`config.mk`:
```
export PLATFORM = sky130hd
export DESIGN_NAME = button_debounce_quadrature_decoder_unit
export DESIGN_NICKNAME = d
export VERILOG_FILES = /design/src/rtl/core/bdqd_pkg.sv /design/src/rtl/core/button_debounce_quadrature_decoder_unit.sv
export SDC_FILE = /design/constraint.sdc
export NUM_CORES = 1
export LEC_CHECK = 0
export ABC_AREA = 1
export BUFFER_PORTS_ARGS = -buffer_cell sky130_fd_sc_hd__buf_2
export CORE_UTILIZATION = 30
export DETAILED_ROUTE_END_ITERATION = 16
export GPL_ROUTABILITY_DRIVEN = 0
export PLACE_DENSITY = 0.55
export SLEW_MARGIN = 0
export SYNTH_ARGS = -nofsm -noshare
export SYNTH_HDL_FRONTEND = slang
export SYNTH_SLANG_ARGS = --single-unit
```
`constraint.sdc`:
```
create_clock -name clk -period 2.3 [get_ports clk]
set_input_delay 0.115 -clock clk [delete_from_list [all_inputs] [get_ports clk]]
set_output_delay 0.115 -clock clk [all_outputs]
set_load 0.02 [all_outputs]
```
`src/rtl/core/bdqd_pkg.sv`:
```
package bdqd_pkg;

    localparam int TDATA_W   = 8;
    localparam int COUNT_W   = 8;
    localparam int PHASE_W   = 2;

    localparam logic [COUNT_W-1:0] THRESHOLD_RESET = COUNT_W'(10);
    localparam logic [COUNT_W-1:0] COUNT_MAX       = {COUNT_W{1'b1}};

    localparam logic [PHASE_W-1:0] PHASE_ZERO  = 2'd0;
    localparam logic [PHASE_W-1:0] PHASE_ONE   = 2'd1;
    localparam logic [PHASE_W-1:0] PHASE_TWO   = 2'd2;
    localparam logic [PHASE_W-1:0] PHASE_THREE = 2'd3;

    typedef struct packed {
        logic                clear_flags;
        logic [PHASE_W-1:0]  encoder_phase;
        logic                button_level;
    } sample_t;

    typedef struct packed {
        logic turn_event;
        logic turn_direction;
        logic button_event;
        logic button_pressed;
    } result_t;

    localparam int SAMPLE_W = $bits(sample_t);
    localparam int RESULT_W = $bits(result_t);

endpackage

```
`src/rtl/core/button_debounce_quadrature_decoder_unit.sv`:
```
// Button debouncer and quadrature encoder decoder.
// Input stream s_axis: one pin sample per transaction. The debounced button
// state changes only after a run of equal samples longer than the threshold;
// each change sets a sticky button event. Leaving encoder phase 0 or 3 for
// phase 1 or 2 gives a turn direction and sets a sticky turn event. A clear bit
// in the sample drops both sticky events before the sample is applied.
// Output stream m_axis: one result transaction per input transaction, in order.
// Configuration: cfg_wr_en writes cfg_wr_data to the debounce threshold; write
// only while no transaction is in flight.
// Path: input register, then result register; the update logic sits between
// them and is combinational. Throughput: one transaction per cycle while
// m_axis_tready does not stall the output.
// Reset: threshold 10, button released, counters and phase 0, events clear,
// no result pending.
// Stall: while m_axis_tready is low the result holds; the input register still
// takes one more transaction, after which s_axis_tready drops.
module button_debounce_quadrature_decoder_unit
    import bdqd_pkg::*;
(
    input  logic               clk,
    input  logic               rst_n,
    input  logic               cfg_wr_en,
    input  logic [COUNT_W-1:0] cfg_wr_data,
    input  logic               s_axis_tvalid,
    output logic               s_axis_tready,
    // [0] button_level, [2:1] encoder_phase, [3] clear_flags, [7:4] zero
    input  logic [TDATA_W-1:0] s_axis_tdata,
    output logic               m_axis_tvalid,
    input  logic               m_axis_tready,
    // [0] button_pressed, [1] button_event, [2] turn_direction, [3] turn_event,
    // [7:4] zero
    output logic [TDATA_W-1:0] m_axis_tdata
);

    logic [COUNT_W-1:0] threshold_reg;
    logic               in_valid_reg;
    sample_t            in_data_reg;
    logic               out_valid_reg;
    result_t            out_data_reg;

    logic               released_reg, released_next;
    logic [COUNT_W-1:0] press_cnt_reg, press_cnt_next;
    logic [COUNT_W-1:0] release_cnt_reg, release_cnt_next;
    logic [PHASE_W-1:0] phase_reg;
    logic               dir_reg, dir_next;
    logic               button_flag_reg, button_flag_next;
    logic               turn_flag_reg, turn_flag_next;
    result_t            out_data_next;

    logic advance;
    logic [COUNT_W-1:0] press_inc;
    logic [COUNT_W-1:0] release_inc;

    assign advance       = !out_valid_reg || m_axis_tready;
    assign s_axis_tready = !in_valid_reg || advance;
    assign m_axis_tvalid = out_valid_reg;
    assign m_axis_tdata  = {(TDATA_W - RESULT_W)'(0), out_data_reg};

    assign press_inc   = (press_cnt_reg == COUNT_MAX) ? press_cnt_reg
                                                      : press_cnt_reg + 1'b1;
    assign release_inc = (release_cnt_reg == COUNT_MAX) ? release_cnt_reg
                                                        : release_cnt_reg + 1'b1;

    always_comb
    begin
        released_next    = released_reg;
        press_cnt_next   = press_cnt_reg;
        release_cnt_next = release_cnt_reg;
        dir_next         = dir_reg;
        button_flag_next = button_flag_reg && !in_data_reg.clear_flags;
        turn_flag_next   = turn_flag_reg && !in_data_reg.clear_flags;

        if (!in_data_reg.button_level)
        begin
            press_cnt_next   = press_inc;
            release_cnt_next = '0;
            if ((press_inc > threshold_reg) && released_reg)
            begin
                released_next    = 1'b0;
                button_flag_next = 1'b1;
            end
        end
        else
        begin
            release_cnt_next = release_inc;
            press_cnt_next   = '0;
            if ((release_inc > threshold_reg) && !released_reg)
            begin
                released_next    = 1'b1;
                button_flag_next = 1'b1;
            end
        end

        if (phase_reg == PHASE_ZERO)
        begin
            case (in_data_reg.encoder_phase)
                PHASE_TWO:
                begin
                    dir_next       = 1'b0;
                    turn_flag_next = 1'b1;
                end
                PHASE_ONE:
                begin
                    dir_next       = 1'b1;
                    turn_flag_next = 1'b1;
                end
                default: ;
            endcase
        end
        else if (phase_reg == PHASE_THREE)
        begin
            case (in_data_reg.encoder_phase)
                PHASE_ONE:
                begin
                    dir_next       = 1'b0;
                    turn_flag_next = 1'b1;
                end
                PHASE_TWO:
                begin
                    dir_next       = 1'b1;
                    turn_flag_next = 1'b1;
                end
                default: ;
            endcase
        end

        out_data_next.button_pressed = !released_next;
        out_data_next.button_event   = button_flag_next;
        out_data_next.turn_direction = dir_next;
        out_data_next.turn_event     = turn_flag_next;
    end

    always_ff @(posedge clk or negedge rst_n)
    begin
        if (!rst_n)
        begin
            threshold_reg   <= THRESHOLD_RESET;
            in_valid_reg    <= 1'b0;
            out_valid_reg   <= 1'b0;
            released_reg    <= 1'b1;
            press_cnt_reg   <= '0;
            release_cnt_reg <= '0;
            phase_reg       <= PHASE_ZERO;
            dir_reg         <= 1'b0;
            button_flag_reg <= 1'b0;
            turn_flag_reg   <= 1'b0;
        end
        else
        begin
            if (cfg_wr_en)
            begin
                threshold_reg <= cfg_wr_data;
            end
            if (s_axis_tready)
            begin
                in_valid_reg <= s_axis_tvalid;
            end
            if (advance)
            begin
                out_valid_reg <= in_valid_reg;
                if (in_valid_reg)
                begin
                    released_reg    <= released_next;
                    press_cnt_reg   <= press_cnt_next;
                    release_cnt_reg <= release_cnt_next;
                    phase_reg       <= in_data_reg.encoder_phase;
                    dir_reg         <= dir_next;
                    button_flag_reg <= button_flag_next;
                    turn_flag_reg   <= turn_flag_next;
                end
            end
        end
    end

    always_ff @(posedge clk)
    begin
        if (s_axis_tready && s_axis_tvalid)
        begin
            in_data_reg <= sample_t'(s_axis_tdata[SAMPLE_W-1:0]);
        end
        if (advance && in_valid_reg)
        begin
            out_data_reg <= out_data_next;
        end
    end

endmodule

```
==> results.py <==
metrics = {
    "critical_path": {
        "cp.arrival_ns": 2.29,
        "cp-start-kind": "register",
        "slowest_delay_ns": 0.40,
        "rr_startpoint": "release_cnt_reg[1]$_DFFE_PN0P_",
        "worstRegToRegCells": 12,
        "path_max_fanout": 8,
        "crit_slowest_cell": "dfrtp_1",
        "r2r_end": "m_axis_tdata[1]$_DFFE_PP_",
        "crit_buf_inv": 0,
        "crit_required_ns": 2.35,
        "setup.worst_path.end_class": "register",
        "path_cells": "ha_4 > nand3_4 > nor2_4 > nand3_4 > nand2_2 > xor2_4 > ha_4 > nand2_1 > nor2_4 > nand4_1 > nand3_1 > nand3_2",
        "crit_type": "reg -> reg",
        "ff2ff_setup_slack_ns": 0.06,
        "crit_family": "simple AND/OR/NAND/NOR gates",
    },
    "detailed_routing": {
        "dr.pass1.iters": 4,
        "detail-route-antenna-nets": 0,
        "dr_total_vias": 1905,
        "wl_mm": 4.94,
        "dr.first_iter.drc_count": 50,
        "drc_errors": 0,
        "vias_per_cell": 4.43,
        "avgRoutedWirePerCell_um": 11.5,
    },
    "sta": {
        "report.final.hold_viol_count": 0,
        "setup_viol": 0,
        "fin_crit_sh": 0.974,
        "fmax_mhz": 446,
        "drv_slew": 0,
        "finalClockSkew_ns": 0.00688,
        "maxSlewHeadroom": 0.491,
        "rsz0062_at_grt": "yes",
        "tightestPinTransition_ns": 0.764,
        "min_period_ns": 2.24,
    },
    "cts": {
        "cts_tree": "yes",
        "cts_made_buffers": 5,
        "htreeDepth": 2,
        "path_clk_slew_ns": 0.08,
        "clock-root-buffer": "clkbuf_8",
        "clockBufferDepth": 2,
        "cts.sinks": 40,
        "clock_latency_ns": 0.29,
    },
    "placed_design": {
        "dp_cells": 409,
        "dp_hpwl_mm": 3.55,
        "portBuffers": 22,
        "dpl_cell_area_um2": 2640,
    },
    "floorplan": {
        "io_pins": 31,
        "rows": 31,
        "core_area_um2": 7410,
        "die_w_um": 90.7,
        "initial_core_util": 0.319,
        "die_area_um2": 8220,
        "chipHeight_um": 90.7,
    },
    "power": {
        "p_sw_mw": 0.764,
        "p_clk_frac": 0.260,
        "p_seq_frac": 0.414,
        "ir_worst_vdd_mv": 0.227,
        "internal_power_mw": 1.48,
        "powerDensity_nw_per_um2": 739,
        "power.leakage_nw": 1.50,
        "swShare": 0.340,
        "p_comb_frac": 0.327,
    },
    "yosys": {
        "synthAdderAreaFrac": 0.106,
        "synth_xor_xnor_area_share": 0.0255,
        "yosys.area_share.simple": 0.211,
        "yosysTopAreaCell": "dfrtp_1",
        "synth_edf_count": 8,
        "syn_area_per_cell_um2": 8.37,
        "syn_area_um2": 2360,
        "synth_cells": 282,
        "ys.flop_type": "dfrtp_1",
        "synth.yosys.seq_area_share": 0.443,
        "synthTopCellsByArea": "dfrtp_1, nand2_1, ha_1",
        "synth.mux.area_fraction": 0.00901,
        "synth_compound_area_frac": 0.116,
        "yosysWarnings": 0,
        "synth_top_cell_area_share": 0.308,
        "synthArstFlopShare": 0.800,
        "synth_top_family_by_area": "simple AND/OR/NAND/NOR gates",
        "ys_ff_latch": 40,
        "synth_cell_types": 36,
    },
    "grt": {
        "grt_usage": 0.127,
        "grt_max_degree": 33,
        "grt_pass1_wl_mm": 8.38,
        "grt_pass1_vias": 1864,
        "antenna_found_initial": 0,
        "overflow": 0,
    },
    "worst_hold_path": {
        "hp-class": "in -> reg",
        "min_from": "cfg_wr_data[2]",
        "min_path_cells": 3,
        "holdPathEnd": "threshold_reg[2]$_DFFE_PN0P_",
    },
    "cells_and_area": {
        "fin_area_um2": 3040,
        "final_layout_size_suffix_gt1_frac": 0.269,
        "final_nets": 371,
        "post-route-util": 0.411,
        "area_growth_pct": 28.9,
        "register_area_um2": 1050,
        "stdcell_count": 430,
        "antenna_cells": 0,
        "fillCellCount": 756,
        "multi_input_comb_area_um2": 1300,
    },
    "status": {
        "status": "complete, no violations",
    },
    "run": {
        "cap_violations": 0,
    },
}
## worst max path at each step
stage | slack, ns | end | startpoint | cells after the start
after global routing | -0.14 | m_axis_tdata[0]$_DFFE_PP_ | release_cnt_reg[1]$_DFFE_PN0P_ | 17
after global placement | 0.008 | m_axis_tdata[0]$_DFFE_PP_ | press_cnt_reg[0]$_DFFE_PN0P_ | 17
after detailed placement | -0.04 | m_axis_tdata[0]$_DFFE_PP_ | press_cnt_reg[0]$_DFFE_PN0P_ | 16
final | 0.06 | m_axis_tdata[1]$_DFFE_PP_ | release_cnt_reg[1]$_DFFE_PN0P_ | 12
after CTS | 0.0008 | m_axis_tdata[0]$_DFFE_PP_ | press_cnt_reg[1]$_DFFE_PN0P_ | 17
after floorplan | 0.16 | m_axis_tdata[0]$_DFFE_PP_ | press_cnt_reg[0]$_DFFE_PN0P_ | 17
## tightest hold or removal path, delay by kind of cell
kind,cells,cell delay [ns]
compound gates,1,0.05
buf+inv,1,0.08
simple gates,1,0.04
## synth_stat cells (2+ instances only)
master / number
nand2_1: 78
inv_1: 44
dfrtp_1: 29
o21ai_0: 26
ha_1: 20
nor2_1: 16
nand3_1: 11
edfxtp_1: 8
a21oi_1: 7
buf_4: 4
xor2_1: 4
a22o_1: 3
dfstp_2: 3
a21o_1: 2
clkbuf_1: 2
nand3_2: 2
nand4_1: 2
o21a_1: 2
o22ai_1: 2
## power groups by stage
stage                     clock, mW  combinational [mW]  sequential, mW
after CTS                     0.602               0.677           0.926
after floorplan                   0               0.425           0.946
after global routing          0.629               0.846           0.948
after global placement            0               0.623           0.930
final                         0.584               0.734           0.930
after detailed placement          0               0.641           0.933
## cell type report
class                   count  share of cell area
clock buffers               5              0.0226
clock inverters             3              0.0140
inverters                  44              0.0551
multi-input cells         194               0.427
flip-flops and latches     40               0.344
well taps                  99              0.0407
repair buffers             45              0.0971
## cell usage in the layout (no fill, tap or decap), types with 2 or more instances in the layout
master / Yosys / routed
edfxtp_1: 8 / 8
nor2_4: 1 / 5
nor2_1: 16 / 11
nor2_2: 1 / 2
nand4_1: 2 / 2
dlygate4sd3_1: 0 / 5
o22ai_1: 2 / 2
xor2_1: 4 / 3
o21a_1: 2 / 2
a21oi_1: 7 / 6
a21o_1: 2 / 2
inv_1: 44 / 42
nand3_4: 1 / 4
o21ai_0: 26 / 23
nand3_1: 11 / 8
clkbuf_8: 0 / 5
nand3_2: 2 / 2
dfrtp_1: 29 / 28
nand2_1: 78 / 69
a22o_1: 3 / 3
o21ai_1: 1 / 4
conb_1: 1 / 4
ha_1: 20 / 15
buf_2: 1 / 22
ha_4: 0 / 4
dfstp_2: 3 / 3
nand2_2: 1 / 9
buf_4: 4 / 18
## stage by stage
stage                     setup TNS [ns]  setup WS [ns]  total power, mW  hold slack [ns]
after floorplan                        0          0.162             1.37           -0.181
after global placement                 0        0.00808             1.55            0.241
after detailed placement         -0.0365        -0.0365             1.57            0.240
after CTS                              0       0.000796             2.21           0.0180
after global routing              -0.359         -0.135             2.42           0.0332
final                                  0         0.0589             2.25           0.0200
## layer usage
metal,vias up,global-route usage,share of wire
met2,19,0.218,0.51
met4,0,0.0470,0.014
met1,884,0.157,0.46
met5,-,0,0
met3,5,0.0227,0.022
li1,997,-,-
## repair_timing
item	in CTS	in global routing
setup endpoints to repair	1	4
hold buffers	5	0
setup buffers	5	3
endpoints found under the hold margin	33	0
pin swaps	9	16
resized for setup	8	34
## logic make-up (layout without fill, tap and decap cells)
| logic type | after synthesis | after routing |
|---|---|---|
| and+or+nand+nor | 115 | 115 |
| buffers and inverters | 51 | 97 |
| adders and majority gates | 20 | 20 |
| muxes | 2 | 2 |
| xor gates and xnor gates | 6 | 6 |
| AOI/OAI and AO/OA | 47 | 47 |
| other | 1 | 4 |
| DFF | 40 | 40 |
(Power assumes the default switching activity.)
